[config.mk]
export PLATFORM = sky130hd
export DESIGN_NAME = utt_ctrl
export DESIGN_NICKNAME = d
export VERILOG_FILES = /design/src/rtl/utf8_utf16_transcoder_unit_macros.svh /design/src/rtl/utt_pkg.sv /design/src/rtl/utt_ctrl.sv
export SDC_FILE = /design/constraint.sdc
export NUM_CORES = 1
export LEC_CHECK = 0
export BUFFER_PORTS_ARGS = -buffer_cell sky130_fd_sc_hd__buf_4
export CAP_MARGIN = 20
export CELL_PAD_IN_SITES_DETAIL_PLACEMENT = 1
export CELL_PAD_IN_SITES_GLOBAL_PLACEMENT = 2
export CORE_AREA = 2 2 39 41
export CTS_CLUSTER_SIZE = 40
export DETAILED_ROUTE_END_ITERATION = 8
export DIE_AREA = 0 0 41 43
export PLACE_DENSITY = 0.71
export SETUP_SLACK_MARGIN = 0.02
export SYNTH_ARGS = -nofsm -noshare
export SYNTH_HDL_FRONTEND = slang
export SYNTH_SLANG_ARGS = --single-unit
export TNS_END_PERCENT = 100
[constraint.sdc]
create_clock -name clk -period 2 [get_ports clk]
set_input_delay 0.1 -clock clk [delete_from_list [all_inputs] [get_ports clk]]
set_output_delay 0.1 -clock clk [all_outputs]
set_load 0.01 [all_outputs]
[src/rtl/utf8_utf16_transcoder_unit_macros.svh]
// Assertion macros for the UTF-8 / UTF-16 transcoder.
// Each macro expects clk and arst_n to be visible where it is used.
`ifndef UTF8_UTF16_TRANSCODER_UNIT_MACROS_SVH
`define UTF8_UTF16_TRANSCODER_UNIT_MACROS_SVH

// Same-cycle implication.
`define UTT_ASSERT_NOW(lbl, ante, cons, msg) \
	lbl: assert property (@(posedge clk) disable iff (!arst_n) (ante) |-> (cons)) \
		else $error(msg);

// Next-cycle implication.
`define UTT_ASSERT_NEXT(lbl, ante, cons, msg) \
	lbl: assert property (@(posedge clk) disable iff (!arst_n) (ante) |=> (cons)) \
		else $error(msg);

`endif

[src/rtl/utt_pkg.sv]
// Shared types, constants and code unit helpers of the transcoder.
// No dependencies; every other RTL file but the macro header imports this package.
`default_nettype none

package utt_pkg;

	localparam int unsigned UNIT_W = 16;
	localparam int unsigned OCTET_W = 8;
	localparam int unsigned CP_W = 21;
	localparam int unsigned BUF_N = 4;
	localparam int unsigned HELD_N = 3;

	localparam logic [CP_W-1:0] CP_LIMIT = 21'h110000;
	localparam logic [CP_W-1:0] SURR_BASE = 21'h00D800;
	localparam logic [CP_W-1:0] SURR_END = 21'h00E000;
	localparam logic [CP_W-1:0] SUPP_BASE = 21'h010000;
	localparam logic [CP_W-1:0] CP_2BYTE = 21'h000080;
	localparam logic [CP_W-1:0] CP_3BYTE = 21'h000800;

	localparam logic [UNIT_W-1:0] HI_SURR16 = 16'hD800;
	localparam logic [UNIT_W-1:0] LO_SURR16 = 16'hDC00;
	localparam logic [UNIT_W-1:0] END_SURR16 = 16'hE000;
	localparam logic [UNIT_W-1:0] TEN_MASK = 16'h03FF;

	localparam logic [OCTET_W-1:0] CONT_MASK = 8'hC0;
	localparam logic [OCTET_W-1:0] CONT_TAG = 8'h80;
	localparam logic [OCTET_W-1:0] LEAD2_MASK = 8'hE0;
	localparam logic [OCTET_W-1:0] LEAD2_TAG = 8'hC0;
	localparam logic [OCTET_W-1:0] LEAD3_MASK = 8'hF0;
	localparam logic [OCTET_W-1:0] LEAD3_TAG = 8'hE0;
	localparam logic [OCTET_W-1:0] LEAD4_MASK = 8'hF8;
	localparam logic [OCTET_W-1:0] LEAD4_TAG = 8'hF0;
	localparam logic [OCTET_W-1:0] SIX_MASK = 8'h3F;
	localparam logic [OCTET_W-1:0] FIVE_MASK = 8'h1F;

	typedef enum logic [1:0] {
		ST_IDLE,
		ST_SCAN,
		ST_EMIT
	} state_t;

	typedef enum logic [1:0] {
		ACT_SKIP,
		ACT_EMIT,
		ACT_DONE
	} act_t;

	typedef enum logic {
		DIR_8TO16 = 1'b0,
		DIR_16TO8 = 1'b1
	} dir_t;

	typedef struct packed {
		logic load;
		logic scan;
		logic emit;
	} cmd_t;

	typedef struct packed {
		dir_t dir;
		logic can_push;
		act_t act;
		logic scan_fin;
		logic pair;
		logic load_emits;
		logic emit_last;
		logic emit_fin;
	} stat_t;

	// Sequence length from a lead byte; zero for a continuation or bad lead.
	function automatic logic [2:0] lead_len(input logic [OCTET_W-1:0] b);
		logic [2:0] r;
		if (!b[7])
			r = 3'd1;
		else if ((b & CONT_MASK) == CONT_TAG)
			r = 3'd0;
		else if ((b & LEAD2_MASK) == LEAD2_TAG)
			r = 3'd2;
		else if ((b & LEAD3_MASK) == LEAD3_TAG)
			r = 3'd3;
		else if ((b & LEAD4_MASK) == LEAD4_TAG)
			r = 3'd4;
		else
			r = 3'd0;
		return r;
	endfunction

	function automatic logic [2:0] unit_count(input logic [CP_W-1:0] cp, input dir_t dir);
		logic [2:0] r;
		if (dir == DIR_8TO16)
			r = (cp < SUPP_BASE) ? 3'd1 : 3'd2;
		else if (cp < CP_2BYTE)
			r = 3'd1;
		else if (cp < CP_3BYTE)
			r = 3'd2;
		else if (cp < SUPP_BASE)
			r = 3'd3;
		else
			r = 3'd4;
		return r;
	endfunction

	// Destination unit number idx of code point cp.
	function automatic logic [UNIT_W-1:0] unit_at(input logic [CP_W-1:0] cp, input dir_t dir,
			input logic [1:0] idx);
		logic [CP_W-1:0] v;
		logic [OCTET_W-1:0] octet;
		logic [UNIT_W-1:0] r;
		v = cp - SUPP_BASE;
		octet = '0;
		if (dir == DIR_8TO16) begin
			if (cp < SUPP_BASE)
				r = cp[UNIT_W-1:0];
			else if (idx == 2'd0)
				r = HI_SURR16 + {6'b0, v[19:10]};
			else
				r = LO_SURR16 + {6'b0, v[9:0]};
		end else begin
			case (unit_count(cp, DIR_16TO8))
				3'd1: octet = cp[7:0];
				3'd2: begin
					if (idx == 2'd0)
						octet = LEAD2_TAG | ({3'b0, cp[10:6]} & FIVE_MASK);
					else
						octet = CONT_TAG | {2'b0, cp[5:0]};
				end
				3'd3: begin
					case (idx)
						2'd0: octet = LEAD3_TAG | {4'b0, cp[15:12]};
						2'd1: octet = CONT_TAG | {2'b0, cp[11:6]};
						default: octet = CONT_TAG | {2'b0, cp[5:0]};
					endcase
				end
				default: begin
					case (idx)
						2'd0: octet = LEAD4_TAG | {5'b0, cp[20:18]};
						2'd1: octet = CONT_TAG | {2'b0, cp[17:12]};
						2'd2: octet = CONT_TAG | {2'b0, cp[11:6]};
						default: octet = CONT_TAG | ({2'b0, cp[5:0]} & SIX_MASK);
					endcase
				end
			endcase
			r = {8'h00, octet};
		end
		return r;
	endfunction

endpackage

`default_nettype wire

[src/rtl/utt_ctrl.sv]
// Sequencer of the transcoder: accepts a unit, steps the byte scan, emits units.
// Depends on utt_pkg; drives the datapath through cmd_t and reads stat_t.
`default_nettype none

module utt_ctrl import utt_pkg::*; (
	input  logic  clk,
	input  logic  arst_n,
	input  logic  src_valid,
	output logic  src_ready,
	input  stat_t stat,
	output cmd_t  cmd
);

	state_t st_q;
	state_t st_nxt;

	always_ff @(posedge clk or negedge arst_n) begin
		if (!arst_n)
			st_q <= ST_IDLE;
		else
			st_q <= st_nxt;
	end

	always_comb begin
		st_nxt = st_q;
		cmd = '0;
		src_ready = 1'b0;
		case (st_q)
			ST_IDLE: begin
				src_ready = 1'b1;
				if (src_valid) begin
					cmd.load = 1'b1;
					if (stat.dir == DIR_8TO16)
						st_nxt = ST_SCAN;
					else if (stat.load_emits)
						st_nxt = ST_EMIT;
				end
			end
			ST_SCAN: begin
				case (stat.act)
					ACT_EMIT: begin
						// hold until the result stage has room
						if (stat.can_push) begin
							cmd.scan = 1'b1;
							if (stat.pair)
								st_nxt = ST_EMIT;
							else if (stat.scan_fin)
								st_nxt = ST_IDLE;
						end
					end
					ACT_SKIP: begin
						cmd.scan = 1'b1;
						if (stat.scan_fin)
							st_nxt = ST_IDLE;
					end
					ACT_DONE: begin
						cmd.scan = 1'b1;
						st_nxt = ST_IDLE;
					end
					default: st_nxt = ST_IDLE;
				endcase
			end
			ST_EMIT: begin
				if (stat.can_push) begin
					cmd.emit = 1'b1;
					if (stat.emit_last)
						st_nxt = stat.emit_fin ? ST_IDLE : ST_SCAN;
				end
			end
			default: st_nxt = ST_IDLE;
		endcase
	end

endmodule

`default_nettype wire

== After elaboration in Yosys (flattened, before gate mapping) ==
Cells that the tools add are included.

* Register bits: 2
* Input port bits: 12
* Output and inout bits: 4
* Word-level logic and storage cells: 32

* Equal/unequal tests: 9
* Muxes and demuxes: 18
* Reductions and logical operators: 4

{| class="wikitable"
|+ Operator list
! kind !! number
|-
| $mux 2 || 8
|-
| $mux 1 || 7
|-
| $ne 2x2->1 const B || 3
|-
| $ne 3x3->1 const B || 2
|-
| $pmux 2 s3 || 1
|-
| $reduce_and 5->1 || 1
|-
| $eq 2x1->1 const B || 2
|-
| $eq 2x2->1 const B || 2
|-
| $logic_not 2->1 || 2
|-
| $pmux 2 s2 || 1
|-
| $pmux 1 s2 || 1
|-
| $reduce_or 2->1 || 1
|}

== Longest topological paths before layout ==
* Word-level depth: 5
* Depth in mapped cells: 5
* Gate-level depth less buffers: 4

== Worst setup path after synthesis ==
No wires, ideal clock.

* Path kind: register to register
* Start: register st_q[1]
* End: register st_q[0]
* Setup time: 0.125 ns
* Data arrival time: 1.232 ns
* Required time: 1.875 ns
* Path slack: 0.643 ns
* Cell stages (with the launch flop): 6
* Clock period less this slack: 1.357 ns
* Path through: dfrtp_1 > buf_2 > nor3b_2 > a21oi_1 > o21ai_2 > mux2_2

* Word-level cells in the longest chain between the ends: 3
* Elaborated cells on any way between the ends: 10

{| class="wikitable"
|+ Ends and longest elaborated chain
! element !! RTL line !! text
|-
| from (decl) || utt_ctrl.sv:14 || <nowiki>state_t st_q;</nowiki>
|-
| from (signal assigned) || utt_ctrl.sv:21 || <nowiki>st_q <= st_nxt;</nowiki>
|-
| $eq 2x1->1 (tied with other cells) || utt_ctrl.sv:28 || <nowiki>case (st_q)</nowiki>
|-
| $ne 3x3->1 (no line) or $ne 2x2->1 (tied branches) || n/a ||
|-
| $reduce_and 5->1 (no line) || n/a ||
|}

Parallel ways exist; a longest one is shown, timed or not.
A chain may end at the register's enable or synchronous reset.

== Worst setup path in the final report ==
Ends and elaborated chain as after synthesis.

==> results.json <==
{
  "endpoint": "st_q[0]$_DFFE_PN0P_",
  "reg_top3": "st_q: 2 flops",
  "route.met2.wl_um": 238,
  "synth_top_cells_by_area": "dfrtp_1 (24%), mux2_2 (16%), a21oi_1 (9.5%)",
  "portBuffers": 15,
  "async_flop_share_pct": 100,
  "post-route-worst-setup-slack_ns": 0.584,
  "p_per_area_nw_per_um2": 1080,
  "nNetsFinal": 57,
  "total_leakage_power_nw": 0.175,
  "cts_root_buffer": "clkbuf_4",
  "ys_types": 16,
  "ys_ff_latch": 2,
  "finClkSkew_ns": 0.00431,
  "die_area_sq_um": 1760,
  "fin_crit_sh_pct": 70.8,
  "largest_register_ffs": 2,
  "grt_pass1_vias": 232,
  "drv_slew": 0,
  "cts_buffers": 3,
  "wl_um": 560,
  "multi_input_area_sq_um": 153,
  "max-vdd-ir-drop_v": 0.000252,
  "cts_setup_buffers": 0,
  "start_kind": "flip-flop",
  "fin_area_sq_um": 372,
  "place_worst_setup_slack_ns": 0.575,
  "drtAntennaViolNets": 0,
  "drc": 0,
  "regMostFlops": "st_q",
  "worstSetupPathType": "flip-flop to flip-flop",
  "top_layer": "met4",
  "hold_buffers": 1,
  "synth_area_sq_um": 211,
  "ys_top_cells_by_count": "a21oi_1 (4), mux2_2 (3)",
  "synth.most_common_cell": "a21oi_1",
  "wl_met3_um": 59,
  "setup_tns_ns": 0,
  "wl_per_cell_um": 9.49,
  "status": "complete, no violations",
  "crit_fanout": 9,
  "grt_use_total_pct": 7.43,
  "grt_remaining_overflow": 0,
  "synth-edff-count": 0,
  "yosys.area.top_type": "dfrtp_1",
  "synth_top_area_share_pct": 23.7,
  "finalWeightedCongestion": 0.688,
  "setup_viol": 0,
  "dieWidth_um": 41,
  "fin_crit_ns": 1.42,
  "hold_path.class": "primary input to asynchronous set/reset pin",
  "wirelength_met1_um": 245,
  "rsz0062_at_grt": "no",
  "clock_tree.buffer_depth": 2,
  "syn_nets": 37,
  "first_pass_iters": 2,
  "fp.dieH_um": 43,
  "cts_resized": 0,
  "grt_pass1_wl_um": 897,
  "nFillCells": 168,
  "r2r_slack_ns": 0.58,
  "io_pins": 16,
  "cts.sinks": 2,
  "ys_seq_area_share_pct": 23.7,
  "drt-initial-drc-count": 1,
  "vias": 252,
  "r2r_end": "st_q[0]$_DFFE_PN0P_",
  "synthCells": 25,
  "placed_area_sq_um": 339,
  "via_per_inst": 4.27,
  "rows": 14,
  "avgSynthCellArea_sq_um": 8.46,
  "htreeDepth": 1,
  "yosys_warnings": 0,
  "core-area_sq_um": 1380,
  "diodes": 0,
  "cap_violations": 0,
  "required_ns": 2.10,
  "area_delta_synth_final_pct": 75.7,
  "grt_max_degree": 10,
  "antenna_found_initial": 0,
  "relSlewSlack_pct": 82.3,
  "tritoncts": "built",
  "reg2regPathDepth": 4,
  "ys.flop_type": "dfrtp_1",
  "worstSetupEndpointType": "flip-flop",
  "cp-startpoint": "st_q[1]$_DFFE_PN0P_",
  "reg2reg_from": "st_q[1]$_DFFE_PN0P_",
  "finalHoldViolCount": 0,
  "clock_latency_ns": 0.23,
  "start_util_pct": 15.3,
  "max_freq_mhz": 706,
  "drive_gt1_share_pct": 53.5,
  "path_clk_slew_ns": 0.03,
  "final-seq-area_sq_um": 50.0,
  "worstMarginPinSlew_ns": 0.266,
  "worstPathArrival_ns": 1.52
}
==> final cells by class <==
| class | count | share of cell area [%] |
|---|---|---|
| repair buffers | 16 | 33.0 |
| inverters | 1 | 1.01 |
| well taps | 16 | 5.39 |
| multi-input cells | 21 | 41.1 |
| clock buffers | 3 | 6.06 |
| flip-flops and latches | 2 | 13.5 |
==> per-stage QoR <==
step / hold WS, ns / total power, mW / std cells / utilization (%)
2_1_floorplan: -0.196 / 0.231 / 25 / -
3_3_place_gp: -0.117 / 0.313 / 55 / 24.5
3_5_place_dp: -0.116 / 0.313 / 55 / 24.5
4_1_cts: 0.186 / 0.409 / 59 / 26.9
5_1_grt: 0.208 / 0.436 / 59 / 26.9
6_report: 0.193 / 0.401 / 59 / 26.9
==> how the worst min path moves through the flow <==
stage,from,to,slack (ns),depth (start not counted)
4_1_cts,arst_n,st_q[1]$_DFFE_PN0P_,0.19,2
3_3_place_gp,arst_n,st_q[0]$_DFFE_PN0P_,-0.12,1
5_1_grt,arst_n,st_q[1]$_DFFE_PN0P_,0.21,2
6_report,arst_n,st_q[1]$_DFFE_PN0P_,0.19,2
3_5_place_dp,arst_n,st_q[0]$_DFFE_PN0P_,-0.12,1
2_1_floorplan,arst_n,st_q[0]$_DFFE_PN0P_,-0.20,0
==> cell families after synthesis <==
kind of cell | synth area share, %
multiplexers | 16.0
buffers and inverters | 4.14
flip-flops | 23.7
AND/OR/NAND/NOR | 33.7
AO/OA/AOI/OAI | 22.5
==> power by group <==
| group | switching (mW) | total (mW) | leakage, nW | internal, mW |
|---|---|---|---|---|
| Sequential | 0.0390 | 0.0982 | 0.0252 | 0.0592 |
| Combinational | 0.0810 | 0.213 | 0.136 | 0.132 |
| Clock | 0.0240 | 0.0902 | 0.0138 | 0.0663 |
==> critical path, cell delays in order (launching register included) <==
cell     delay (ns)
dfrtp_1        0.46
nor3b_2        0.23
a21oi_1        0.11
o21ai_2        0.15
mux2_2         0.34
==> routing by layer <==
layer	GRT usage (%)	vias to the layer above
li1	-	125
met1	10.6	112
met2	9.69	13
met3	0.524	2
met4	6.00	0
met5	0	-
==> placed cells by master (no fill, tap or decap), drive strengths merged <==
master        n
clkbuf        3
nor2          1
nand4b        1
nor3b         1
a21oi         4
inv           1
dfrtp         2
buf          15
mux2          3
dlygate4sd3   1
o21ai         3
o2bb2ai       1
nand2b        2
nor2b         2
and3b         1
and2          2
No activity file was read; power rests on OpenSTA's default activity.
