File: src/rtl/utf8_utf16_transcoder_unit_macros.svh
// Assertion macros for the UTF-8 / UTF-16 transcoder.
// Each macro expects clk and arst_n to be visible where it is used.
`ifndef UTF8_UTF16_TRANSCODER_UNIT_MACROS_SVH
`define UTF8_UTF16_TRANSCODER_UNIT_MACROS_SVH

// Same-cycle implication.
`define UTT_ASSERT_NOW(lbl, ante, cons, msg) \
	lbl: assert property (@(posedge clk) disable iff (!arst_n) (ante) |-> (cons)) \
		else $error(msg);

// Next-cycle implication.
`define UTT_ASSERT_NEXT(lbl, ante, cons, msg) \
	lbl: assert property (@(posedge clk) disable iff (!arst_n) (ante) |=> (cons)) \
		else $error(msg);

`endif

File: src/rtl/utt_pkg.sv
// Shared types, constants and code unit helpers of the transcoder.
// No dependencies; every other RTL file but the macro header imports this package.
`default_nettype none

package utt_pkg;

	localparam int unsigned UNIT_W = 16;
	localparam int unsigned OCTET_W = 8;
	localparam int unsigned CP_W = 21;
	localparam int unsigned BUF_N = 4;
	localparam int unsigned HELD_N = 3;

	localparam logic [CP_W-1:0] CP_LIMIT = 21'h110000;
	localparam logic [CP_W-1:0] SURR_BASE = 21'h00D800;
	localparam logic [CP_W-1:0] SURR_END = 21'h00E000;
	localparam logic [CP_W-1:0] SUPP_BASE = 21'h010000;
	localparam logic [CP_W-1:0] CP_2BYTE = 21'h000080;
	localparam logic [CP_W-1:0] CP_3BYTE = 21'h000800;

	localparam logic [UNIT_W-1:0] HI_SURR16 = 16'hD800;
	localparam logic [UNIT_W-1:0] LO_SURR16 = 16'hDC00;
	localparam logic [UNIT_W-1:0] END_SURR16 = 16'hE000;
	localparam logic [UNIT_W-1:0] TEN_MASK = 16'h03FF;

	localparam logic [OCTET_W-1:0] CONT_MASK = 8'hC0;
	localparam logic [OCTET_W-1:0] CONT_TAG = 8'h80;
	localparam logic [OCTET_W-1:0] LEAD2_MASK = 8'hE0;
	localparam logic [OCTET_W-1:0] LEAD2_TAG = 8'hC0;
	localparam logic [OCTET_W-1:0] LEAD3_MASK = 8'hF0;
	localparam logic [OCTET_W-1:0] LEAD3_TAG = 8'hE0;
	localparam logic [OCTET_W-1:0] LEAD4_MASK = 8'hF8;
	localparam logic [OCTET_W-1:0] LEAD4_TAG = 8'hF0;
	localparam logic [OCTET_W-1:0] SIX_MASK = 8'h3F;
	localparam logic [OCTET_W-1:0] FIVE_MASK = 8'h1F;

	typedef enum logic [1:0] {
		ST_IDLE,
		ST_SCAN,
		ST_EMIT
	} state_t;

	typedef enum logic [1:0] {
		ACT_SKIP,
		ACT_EMIT,
		ACT_DONE
	} act_t;

	typedef enum logic {
		DIR_8TO16 = 1'b0,
		DIR_16TO8 = 1'b1
	} dir_t;

	typedef struct packed {
		logic load;
		logic scan;
		logic emit;
	} cmd_t;

	typedef struct packed {
		dir_t dir;
		logic can_push;
		act_t act;
		logic scan_fin;
		logic pair;
		logic load_emits;
		logic emit_last;
		logic emit_fin;
	} stat_t;

	// Sequence length from a lead byte; zero for a continuation or bad lead.
	function automatic logic [2:0] lead_len(input logic [OCTET_W-1:0] b);
		logic [2:0] r;
		if (!b[7])
			r = 3'd1;
		else if ((b & CONT_MASK) == CONT_TAG)
			r = 3'd0;
		else if ((b & LEAD2_MASK) == LEAD2_TAG)
			r = 3'd2;
		else if ((b & LEAD3_MASK) == LEAD3_TAG)
			r = 3'd3;
		else if ((b & LEAD4_MASK) == LEAD4_TAG)
			r = 3'd4;
		else
			r = 3'd0;
		return r;
	endfunction

	function automatic logic [2:0] unit_count(input logic [CP_W-1:0] cp, input dir_t dir);
		logic [2:0] r;
		if (dir == DIR_8TO16)
			r = (cp < SUPP_BASE) ? 3'd1 : 3'd2;
		else if (cp < CP_2BYTE)
			r = 3'd1;
		else if (cp < CP_3BYTE)
			r = 3'd2;
		else if (cp < SUPP_BASE)
			r = 3'd3;
		else
			r = 3'd4;
		return r;
	endfunction

	// Destination unit number idx of code point cp.
	function automatic logic [UNIT_W-1:0] unit_at(input logic [CP_W-1:0] cp, input dir_t dir,
			input logic [1:0] idx);
		logic [CP_W-1:0] v;
		logic [OCTET_W-1:0] octet;
		logic [UNIT_W-1:0] r;
		v = cp - SUPP_BASE;
		octet = '0;
		if (dir == DIR_8TO16) begin
			if (cp < SUPP_BASE)
				r = cp[UNIT_W-1:0];
			else if (idx == 2'd0)
				r = HI_SURR16 + {6'b0, v[19:10]};
			else
				r = LO_SURR16 + {6'b0, v[9:0]};
		end else begin
			case (unit_count(cp, DIR_16TO8))
				3'd1: octet = cp[7:0];
				3'd2: begin
					if (idx == 2'd0)
						octet = LEAD2_TAG | ({3'b0, cp[10:6]} & FIVE_MASK);
					else
						octet = CONT_TAG | {2'b0, cp[5:0]};
				end
				3'd3: begin
					case (idx)
						2'd0: octet = LEAD3_TAG | {4'b0, cp[15:12]};
						2'd1: octet = CONT_TAG | {2'b0, cp[11:6]};
						default: octet = CONT_TAG | {2'b0, cp[5:0]};
					endcase
				end
				default: begin
					case (idx)
						2'd0: octet = LEAD4_TAG | {5'b0, cp[20:18]};
						2'd1: octet = CONT_TAG | {2'b0, cp[17:12]};
						2'd2: octet = CONT_TAG | {2'b0, cp[11:6]};
						default: octet = CONT_TAG | ({2'b0, cp[5:0]} & SIX_MASK);
					endcase
				end
			endcase
			r = {8'h00, octet};
		end
		return r;
	endfunction

endpackage

`default_nettype wire

File: src/rtl/utt_datapath.sv
// Datapath of the transcoder: byte buffer and scan decode, surrogate pairing,
// held units, code point register, pending and output unit registers. Uses utt_pkg.
`default_nettype none

module utt_datapath import utt_pkg::*; (
	input  logic              clk,
	input  logic              arst_n,
	input  logic [UNIT_W-1:0] in_unit,
	input  logic              in_end,
	input  logic              cfg_we,
	input  logic              cfg_dir,
	input  cmd_t              cmd,
	output stat_t             stat,
	output logic              dst_valid,
	output logic [UNIT_W-1:0] dst_unit,
	output logic              dst_last,
	input  logic              dst_ready
);

	dir_t dir_q;
	logic [1:0] hc_q;
	logic [UNIT_W-1:0] held_q [HELD_N];
	logic [OCTET_W-1:0] buf_q [BUF_N];
	logic [2:0] n_q;
	logic [2:0] i_q;
	logic end_q;
	logic [CP_W-1:0] cp_q;
	logic [2:0] nb_q;
	logic [1:0] idx_q;
	logic [2:0] k_q;
	logic pend_v_q;
	logic pend_last_q;
	logic [UNIT_W-1:0] pend_unit_q;
	logic out_v_q;
	logic out_last_q;
	logic [UNIT_W-1:0] out_unit_q;

	// byte scan
	logic [OCTET_W-1:0] win [BUF_N];
	logic [2:0] avail;
	logic [2:0] len;
	logic [2:0] step;
	logic [2:0] i_next;
	act_t act;
	logic hold;
	logic found;
	logic cp_ok;
	logic [CP_W-1:0] cp_scan;
	logic scan_fin;
	logic pair;

	always_comb begin
		for (int j = 0; j < BUF_N; j++)
			win[j] = buf_q[2'(i_q + 3'(j))];
		avail = n_q - i_q;
		len = lead_len(win[0]);
		case (len)
			3'd2: cp_scan = {10'b0, win[0][4:0], win[1][5:0]};
			3'd3: cp_scan = {5'b0, win[0][3:0], win[1][5:0], win[2][5:0]};
			3'd4: cp_scan = {win[0][2:0], win[1][5:0], win[2][5:0], win[3][5:0]};
			default: cp_scan = {13'b0, win[0]};
		endcase
		found = 1'b0;
		step = 3'd1;
		for (int j = 1; j < BUF_N; j++) begin
			if (3'(j) < len && !found) begin
				if (win[j] == '0) begin
					found = 1'b1;
					step = 3'(j + 1);
				end else if ((win[j] & CONT_MASK) != CONT_TAG) begin
					found = 1'b1;
					step = 3'(j);
				end
			end
		end
		cp_ok = (cp_scan < CP_LIMIT) && !(cp_scan >= SURR_BASE && cp_scan < SURR_END);
		act = ACT_SKIP;
		hold = 1'b0;
		if (i_q >= n_q) begin
			act = ACT_DONE;
		end else if (win[0] == '0 || len == 3'd0) begin
			step = 3'd1;
		end else if (len == 3'd1) begin
			act = ACT_EMIT;
			step = 3'd1;
		end else if (avail < len) begin
			// incomplete: keep it unless the string ends here
			act = ACT_DONE;
			hold = !end_q;
		end else if (!found) begin
			step = len;
			act = cp_ok ? ACT_EMIT : ACT_SKIP;
		end
		i_next = i_q + step;
		scan_fin = (act == ACT_DONE) || (i_next >= n_q);
		pair = (act == ACT_EMIT) && (unit_count(cp_scan, DIR_8TO16) == 3'd2);
	end

	// UTF-16 unit against the held high surrogate
	logic u_lo;
	logic u_surr;
	logic h_hi;
	logic emits16;
	logic hold16;
	logic [CP_W-1:0] cp16;
	logic [2:0] nb16;

	always_comb begin
		u_lo = (in_unit >= LO_SURR16) && (in_unit < END_SURR16);
		u_surr = (in_unit >= HI_SURR16) && (in_unit < END_SURR16);
		h_hi = (hc_q != 2'd0) && (held_q[0] >= HI_SURR16) && (held_q[0] < LO_SURR16);
		emits16 = 1'b0;
		hold16 = 1'b0;
		cp16 = {5'b0, in_unit};
		if (h_hi && u_lo) begin
			emits16 = 1'b1;
			cp16 = {1'b0, held_q[0][9:0] & TEN_MASK[9:0], in_unit[9:0]} + SUPP_BASE;
		end else if (in_unit == '0) begin
			emits16 = 1'b0;
		end else if (!u_surr) begin
			emits16 = 1'b1;
		end else if (!(in_unit >= LO_SURR16 || in_end)) begin
			hold16 = 1'b1;
		end
		nb16 = emits16 ? unit_count(cp16, DIR_16TO8) : 3'd0;
	end

	// unit production into the pending register
	logic emit_last;
	logic emit_fin;
	logic out_free;
	logic can_push;
	logic prod;
	logic prod_fin;
	logic fin_only;
	logic [UNIT_W-1:0] prod_unit;
	logic push;
	logic mark;
	logic move;

	always_comb begin
		emit_last = ({1'b0, idx_q} == nb_q - 3'd1);
		emit_fin = (dir_q == DIR_16TO8) || (i_q >= n_q);
		out_free = !out_v_q || dst_ready;
		can_push = !pend_v_q || out_free;
		prod = 1'b0;
		prod_fin = 1'b0;
		fin_only = 1'b0;
		prod_unit = '0;
		if (cmd.scan) begin
			case (act)
				ACT_EMIT: begin
					prod = 1'b1;
					prod_unit = unit_at(cp_scan, DIR_8TO16, 2'd0);
					prod_fin = scan_fin && !pair;
				end
				ACT_SKIP: fin_only = scan_fin;
				ACT_DONE: fin_only = 1'b1;
				default: fin_only = 1'b0;
			endcase
		end
		if (cmd.emit) begin
			prod = 1'b1;
			prod_unit = unit_at(cp_q, dir_q, idx_q);
			prod_fin = emit_last && emit_fin;
		end
		// at most four units per transaction
		push = prod && !k_q[2];
		mark = fin_only || (prod && !push && prod_fin);
		move = pend_v_q && out_free && (push || pend_last_q);
	end

	always_ff @(posedge clk or negedge arst_n) begin
		if (!arst_n) begin
			dir_q <= DIR_8TO16;
			hc_q <= '0;
			n_q <= '0;
			i_q <= '0;
			nb_q <= '0;
			idx_q <= '0;
			k_q <= '0;
			pend_v_q <= 1'b0;
			pend_last_q <= 1'b0;
			out_v_q <= 1'b0;
			out_last_q <= 1'b0;
		end else begin
			if (cfg_we) begin
				dir_q <= dir_t'(cfg_dir);
				hc_q <= '0;
			end
			if (cmd.load) begin
				k_q <= '0;
				if (dir_q == DIR_8TO16) begin
					n_q <= {1'b0, hc_q} + 3'd1;
					i_q <= '0;
					hc_q <= '0;
				end else begin
					hc_q <= hold16 ? 2'd1 : 2'd0;
					nb_q <= nb16;
					idx_q <= '0;
				end
			end
			if (cmd.scan) begin
				i_q <= i_next;
				if (act == ACT_DONE && hold)
					hc_q <= avail[1:0];
				if (pair) begin
					nb_q <= 3'd2;
					idx_q <= 2'd1;
				end
			end
			if (cmd.emit)
				idx_q <= idx_q + 2'd1;
			if (push)
				k_q <= k_q + 3'd1;
			if (push) begin
				pend_v_q <= 1'b1;
				pend_last_q <= prod_fin;
			end else if (move) begin
				pend_v_q <= 1'b0;
			end else if (mark) begin
				pend_last_q <= 1'b1;
			end
			if (move) begin
				out_v_q <= 1'b1;
				out_last_q <= pend_last_q;
			end else if (dst_ready) begin
				out_v_q <= 1'b0;
			end
		end
	end

	always_ff @(posedge clk) begin
		if (cmd.load && dir_q == DIR_8TO16) begin
			for (int j = 0; j < HELD_N; j++)
				buf_q[j] <= (2'(j) < hc_q) ? held_q[j][7:0] : in_unit[7:0];
			buf_q[BUF_N-1] <= in_unit[7:0];
			end_q <= in_end;
		end
		if (cmd.load && dir_q == DIR_16TO8) begin
			cp_q <= cp16;
			if (hold16)
				held_q[0] <= in_unit;
		end
		if (cmd.scan && act == ACT_DONE && hold) begin
			for (int j = 0; j < HELD_N; j++)
				held_q[j] <= {8'h00, win[j]};
		end
		if (cmd.scan && pair)
			cp_q <= cp_scan;
		if (push)
			pend_unit_q <= prod_unit;
		if (move)
			out_unit_q <= pend_unit_q;
	end

	always_comb begin
		stat.dir = dir_q;
		stat.can_push = can_push;
		stat.act = act;
		stat.scan_fin = scan_fin;
		stat.pair = pair;
		stat.load_emits = emits16;
		stat.emit_last = emit_last;
		stat.emit_fin = emit_fin;
	end

	assign dst_valid = out_v_q;
	assign dst_unit = out_unit_q;
	assign dst_last = out_last_q;

endmodule

`default_nettype wire

File: config.mk
export PLATFORM = sky130hd
export DESIGN_NAME = utt_datapath
export DESIGN_NICKNAME = d
export VERILOG_FILES = /design/src/rtl/utf8_utf16_transcoder_unit_macros.svh /design/src/rtl/utt_pkg.sv /design/src/rtl/utt_datapath.sv
export SDC_FILE = /design/constraint.sdc
export NUM_CORES = 1
export LEC_CHECK = 0
export BUFFER_PORTS_ARGS = -buffer_cell sky130_fd_sc_hd__buf_2
export CAP_MARGIN = 30
export CORE_MARGIN = 3
export CORE_UTILIZATION = 55
export CTS_BUF_LIST = sky130_fd_sc_hd__clkbuf_4 sky130_fd_sc_hd__clkbuf_8
export DETAILED_ROUTE_END_ITERATION = 6
export HOLD_SLACK_MARGIN = 0.05
export PLACE_DENSITY_LB_ADDON = 0.1
export SLEW_MARGIN = 20
export SYNTH_ARGS = -nofsm -noshare
export SYNTH_HDL_FRONTEND = slang
export SYNTH_SLANG_ARGS = --single-unit
File: constraint.sdc
create_clock -name clk -period 8.2 [get_ports clk]
set_clock_uncertainty 0.05 [all_clocks]
set_input_delay 0.41 -clock clk [delete_from_list [all_inputs] [get_ports clk]]
set_output_delay 0.41 -clock clk [all_outputs]
set_load 0.005 [all_outputs]
Yosys cells after proc, flatten, opt, wreduce, memory -nomap -nowiden:

Memory sizes are Yosys's and may differ from the RTL's.
Cells that the tools add are included.

* $add $sub $neg: 15
* $mul: 0
* div/mod/pow operators: 0
* magnitude comparators: 24
* equality and inequality tests: 22
* shift operators: 0
* multiplexer cells: 115
* bitwise operators: 2
* reduce and logical (&&, ||, !) cells: 58

Operator list (count)
* $mux 16: 8
* $mux 3: 35
* $lt 21x17->1 const B: 3
* $mux 21: 3
* $pmux 21 s3: 1
* $add 15x11->16 const A: 3
* $ge 16x16->1 const B: 3
* $mux 1: 45
* $lt 21x12->1 const B: 2
* $lt 21x8->1 const B: 2
* $sub 20x17->20 const B: 2
* $logic_not 8->1: 4
* $lt 16x16->1 const B: 2
* $mux 2: 15
* $mux 8: 3
* $pmux 8 s3: 1
* $logic_and 1x1->1: 23
* $add 20x17->21 const B: 1
* $ge 21x16->1 const B: 1
* $lt 21x16->1 const B: 1
* $lt 21x21->1 const B: 1
* $pmux 7 s3: 1
* $logic_not 16->1: 1
* $pmux 7 s2: 1
* other kinds (32): 74

* bits in registers: 75
* bits in latches: 0
* RAM bits: 80
* ROM bits: 0
* word-level logic and storage cells: 253
* memories: 2

Memory list
* held_q: depth 3, bits a word 16, rd ports 3, clocked after memory_dff 0, write ports 3, line utt_datapath.sv:22 `logic [UNIT_W-1:0] held_q [HELD_N];`
* buf_q: depth 4, bits a word 8, rd ports 4, clocked after memory_dff 0, write ports 4, line utt_datapath.sv:23 `logic [OCTET_W-1:0] buf_q [BUF_N];`

Depth between registers and ports, before layout:

An unclocked memory read counts as a cell.

* depth after elaboration: 32
* depth in mapped cells: 24

Worst setup path before layout:

OpenSTA, ideal clock, no wires.

* path type: register -> register
* start: register i_q[1]
* end: register pend_last_q
* library setup time: 0.126 ns
* arrival: 4.699 ns
* required time: 8.024 ns
* slack: 3.325 ns
* cell stages (with the launch flop): 23
* path buffers: 3
* cell sequence: dfrtp_1 -> buf_2 -> buf_4 -> buf_2 -> clkinv_1 -> fa_1 -> xor2_1 -> ha_1 -> o21a_1 -> nor2_1 -> or3_1 -> nor2_1 -> a22oi_1 -> o21ai_0 -> ha_1 -> inv_1 -> fa_1 -> inv_1 -> ha_1 -> a21o_1 -> a211o_1 -> and3_1 -> a221o_1

* word-level cells in the longest chain between the ends: 31
* elaborated cells between the ends (all ways): 104

Ends and longest elaborated chain
* start, declared: line utt_datapath.sv:25 `logic [2:0] i_q;`
* start signal, assigned: line utt_datapath.sv:204 `i_q <= i_next;`
* $mem_v2 4x8
* $eq 5x5->1: line utt_pkg.sv:81 `else if ((b & LEAD4_MASK) == LEAD4_TAG)`
* $mux 3: line utt_pkg.sv:81
* $mux 3: line utt_pkg.sv:79 `else if ((b & LEAD3_MASK) == LEAD3_TAG)`
* $mux 3: line utt_pkg.sv:77 `else if ((b & LEAD2_MASK) == LEAD2_TAG)`
* $mux 3: line utt_pkg.sv:75 `else if ((b & CONT_MASK) == CONT_TAG)`
* $mux 3: line utt_pkg.sv:73 `if (!b[7])`
* $lt 1x3->1: line utt_datapath.sv:66 `if (3'(j) < len && !found) begin`
* (+15 left out)
* named net scan_fin: line utt_datapath.sv:49 `logic scan_fin;`
* $logic_and 1x1->1: line utt_datapath.sv:155 `prod_fin = scan_fin && !pair;`
* $mux 1: line utt_datapath.sv:151 `case (act)`
* $mux 1: line utt_datapath.sv:150 `if (cmd.scan) begin`
* $mux 1: line utt_datapath.sv:162 `if (cmd.emit) begin`
* $logic_and 1x1->1: line utt_datapath.sv:169 `mark = fin_only || (prod && !push && prod_fin);`
* $logic_or 1x1->1: line utt_datapath.sv:169
* $reduce_bool 2->1 (no source line)
* $reduce_and 2->1 (no source line)
* end signal, assigned: line utt_datapath.sv:218 `pend_last_q <= prod_fin;`
* end, declared: line utt_datapath.sv:32 `logic pend_last_q;`

Mark *: on every way through the listed nets, which the timed path passes. The rest lies on a longest branch.
A chain may end at the register's enable or synchronous reset.

==> impl_metrics.env <==
export IMPL_die_h_um=130
export IMPL_path_delay_family="simple AND/OR/NAND/NOR gates"
export IMPL_status="finished, final reports clean"
export IMPL_crit_required_ns=7.74
export IMPL_syn_inst=744
export IMPL_htreeDepth=4
export IMPL_die_x_um=130
export IMPL_synth_cell_type_count=71
export IMPL_cpMaxStageDelayCell="nor2_2"
export IMPL_fin_crit_ns=6.36
export IMPL_drive_gt1_share_pct=22.6
export IMPL_cp_startpoint="i_q[0]"
export IMPL_clock_sinks=139
export IMPL_cts_setup_buffers=0
export IMPL_worst_pin_slew_ns=1.00
export IMPL_wire_per_inst_um=23.4
export IMPL_rsz0062_at_grt="no"
export IMPL_drt_iter0_markers=946
export IMPL_diodes=0
export IMPL_slew_headroom_pct=32.3
export IMPL_r2r_end="pend_last_q"
export IMPL_initial_core_util_pct=57.3
export IMPL_report_final_slew_viol_count=0
export IMPL_grt_max_degree=34
export IMPL_vdd_ir_drop_max_mv=0.160
export IMPL_drc=0
export IMPL_cts_tree="yes"
export IMPL_area_growth_pct=8.35
export IMPL_hold_viol_final=0
export IMPL_die_area_um2=17000
export IMPL_final_common_cell="edfxtp_1"
export IMPL_startpoint_type="flip-flop"
export IMPL_r2r_start="i_q[0]"
export IMPL_vias=6435
export IMPL_tns_ns=0
export IMPL_hpwl_um=16900
export IMPL_layout_nets=827
export IMPL_ys_async_sr_fraction_pct=15.1
export IMPL_viasPerCell=6.60
export IMPL_seq_area_frac_synth_pct=47.7
export IMPL_fmax_ghz=0.157
export IMPL_grt_pass1_wl_um=35500
export IMPL_synth_warning_count=0
export IMPL_maxCapViolCount=0
export IMPL_cp_depth=20
export IMPL_wirelength_um=22800
export IMPL_crit_end="stat[4]"
export IMPL_final_cell_mix="118 x edfxtp_1, 74 x nand2_1, 64 x o21ai_0"
export IMPL_end_kind="output port"
export IMPL_grt_pass1_vias=6041
export IMPL_reg2reg_depth=21
export IMPL_leakage_nw=3.51
export IMPL_arrival_ns=5.90
export IMPL_netlist_area_um2=8520
export IMPL_fin_total_pwr_mw=2.95
export IMPL_path_cells="buf_4 -> mux4_2 -> nand3b_1 -> nor2_2 -> inv_2 -> ha_1 -> o21a_1 -> nor2_1 -> or3_1 -> nor2_1 -> a22oi_1 -> o21ai_0 -> ha_1 -> inv_1 -> fa_1 -> xor2_1 -> xnor2_1 -> ha_1 -> a211o_1 -> buf_2"
export IMPL_numCtsBuffers=17
export IMPL_setup_violations=0
export IMPL_p_per_area_nw_per_um2=320
export IMPL_worstPathBufferInverterCount=4
export IMPL_synth_nets=793
export IMPL_avgSynthCellArea_um2=11.5
export IMPL_io_buffer_count=51
export IMPL_critPathMaxStageDelay_ns=0.58
export IMPL_clock_latency_ns=0.47
export IMPL_ys_seq_elements=139
export IMPL_clk_path_buf_depth=2
export IMPL_grt_use_total_pct=27.7
export IMPL_synthFlopType="edfxtp_1"
export IMPL_core_area_um2=14900
export IMPL_first_pass_iters=7
export IMPL_overflow=0
export IMPL_gp_congestion=0.985
export IMPL_fillCellCount=1184
export IMPL_antenna_found_initial=1
export IMPL_clkTransAtPathRegs_ns=0.08
export IMPL_cp_max_fo=33
export IMPL_fin_crit_sh_pct=77.5
export IMPL_synth_edf_count=118
export IMPL_worst_path_most_repeated_cell="ha_1"
export IMPL_crit_type="flip-flop to output port"
export IMPL_clk_root_buffer_cell="clkbuf_8"
export IMPL_rrSetupSlack_ns=2.29
export IMPL_num_rows=44
export IMPL_drtAntennaViolNets=0
export IMPL_holdCritPathClass="input pin to flip-flop"
export IMPL_ios=52
==> metrics by stage <==
step | util [%] | cell area, um^2 | worst slack, ns | hold slack (ns) | std cells
final | 62.1 | 9240 | 1.84 | 0.117 | 975
after global routing | 62.1 | 9240 | 1.45 | 0.105 | 975
after CTS | 62.1 | 9230 | 1.87 | 0.0959 | 974
after detailed placement | 59.4 | 8830 | 2.39 | 0.351 | 941
after global placement | 59.4 | 8820 | 2.58 | 0.348 | 940
after floorplan | - | 8520 | 3.32 | 0.0644 | 744
==> synthesized netlist by cell type (9+ instances only) <==
cell type / n / area (um^2)
nor2_1: 45 / 169
a22oi_1: 9 / 67.6
mux4_2: 26 / 586
nand2_1: 74 / 278
nor4_1: 9 / 56.3
buf_4: 11 / 82.6
inv_1: 40 / 150
nand2b_1: 11 / 68.8
edfxtp_1: 118 / 3540
ha_1: 22 / 275
nor2b_1: 11 / 68.8
o21ai_0: 64 / 320
mux2_2: 42 / 473
dfrtp_1: 21 / 526
mux2i_1: 35 / 350
a21oi_1: 22 / 110
nor3_1: 9 / 45.0
clkbuf_1: 21 / 78.8
==> how the worst min path moves through the flow <==
| stage | from | endpoint | slack [ns] | depth (start not counted) |
|---|---|---|---|---|
| 2_1_floorplan | arst_n | dir_q | 0.06 | 0 |
| 3_3_place_gp | arst_n | k_q[0] | 0.35 | 1 |
| 3_5_place_dp | arst_n | k_q[0] | 0.35 | 1 |
| 4_1_cts | in_end | end_q | 0.1 | 1 |
| 5_1_grt | in_end | end_q | 0.10 | 1 |
| 6_report | cfg_dir | dir_q | 0.12 | 3 |
==> cell families (layout without fill, tap and decap cells) <==
logic type / Yosys count / in the layout / share of synthesized area (%)
flops: 139 / 139 / 47.7
simple gates: 211 / 211 / 12.5
buf+inv: 86 / 133 / 4.55
fa+ha+maj: 24 / 24 / 3.70
compound gates: 163 / 163 / 12.7
mux: 110 / 110 / 17.8
xor+xnor: 11 / 11 / 1.13
==> power breakdown <==
group	internal (mW)	total, mW	switching (mW)	leakage, nW
logic	0.533	1.35	0.816	1.95
clock network	0.279	0.563	0.285	0.193
registers	0.954	1.04	0.0852	1.37
==> area by class of cell <==
class | instances | area (um^2) | area share [%]
multi-input combinational | 519 | 4070 | 44.1
tap | 184 | 230 | 2.49
timing repair buffer | 59 | 313 | 3.39
inverter | 42 | 158 | 1.71
sequential | 139 | 4070 | 44.1
clock inverter | 13 | 145 | 1.57
clock buffer | 19 | 249 | 2.70
==> metal layers <==
metal  up-vias  share of wire (%)  track usage [%]
met3        44                9.5             6.06
met2       379                 46             42.2
met4         2                3.3             11.1
li1       2892                  -                -
met5         -              0.057                0
met1      3118                 41             39.0
==> worst reg2reg max path: stages (launching register included) <==
cell and delay (ns):
dfrtp_2 0.46, buf_4 0.47, mux4_2 0.53, nand3b_1 0.16, nor2_2 0.58, inv_2 0.26
ha_1 0.36, o21a_1 0.11, nor2_1 0.04, or3_1 0.36, nor2_1 0.20, a22oi_1 0.09
o21ai_0 0.12, ha_1 0.18, inv_1 0.05, fa_1 0.38, xor2_1 0.26, xnor2_1 0.16
ha_1 0.25, a211o_1 0.28, and3_1 0.17, a221o_1 0.28
==> what timing repair did <==
| item | 4_1_cts | 5_1_grt |
|---|---|---|
| resized for setup | 0 | 0 |
| hold buffers | 1 | 0 |
| hold endpoints to repair | 21 | 0 |
==> registers in the layout, indices dropped and copies added, names as in the netlist <==
signal and cells:
held_q 32, dst_last 1, nb_q 3, n_q 3, hc_q 2, buf_q 32
dst_unit 16, pend_last_q 1, idx_q 2, dir_q 1, cp_q 21, pend_unit_q 16
i_q 3, k_q 3, pend_v_q 1, dst_valid 1, end_q 1
Note: power is estimated with default switching activity, not from simulation.
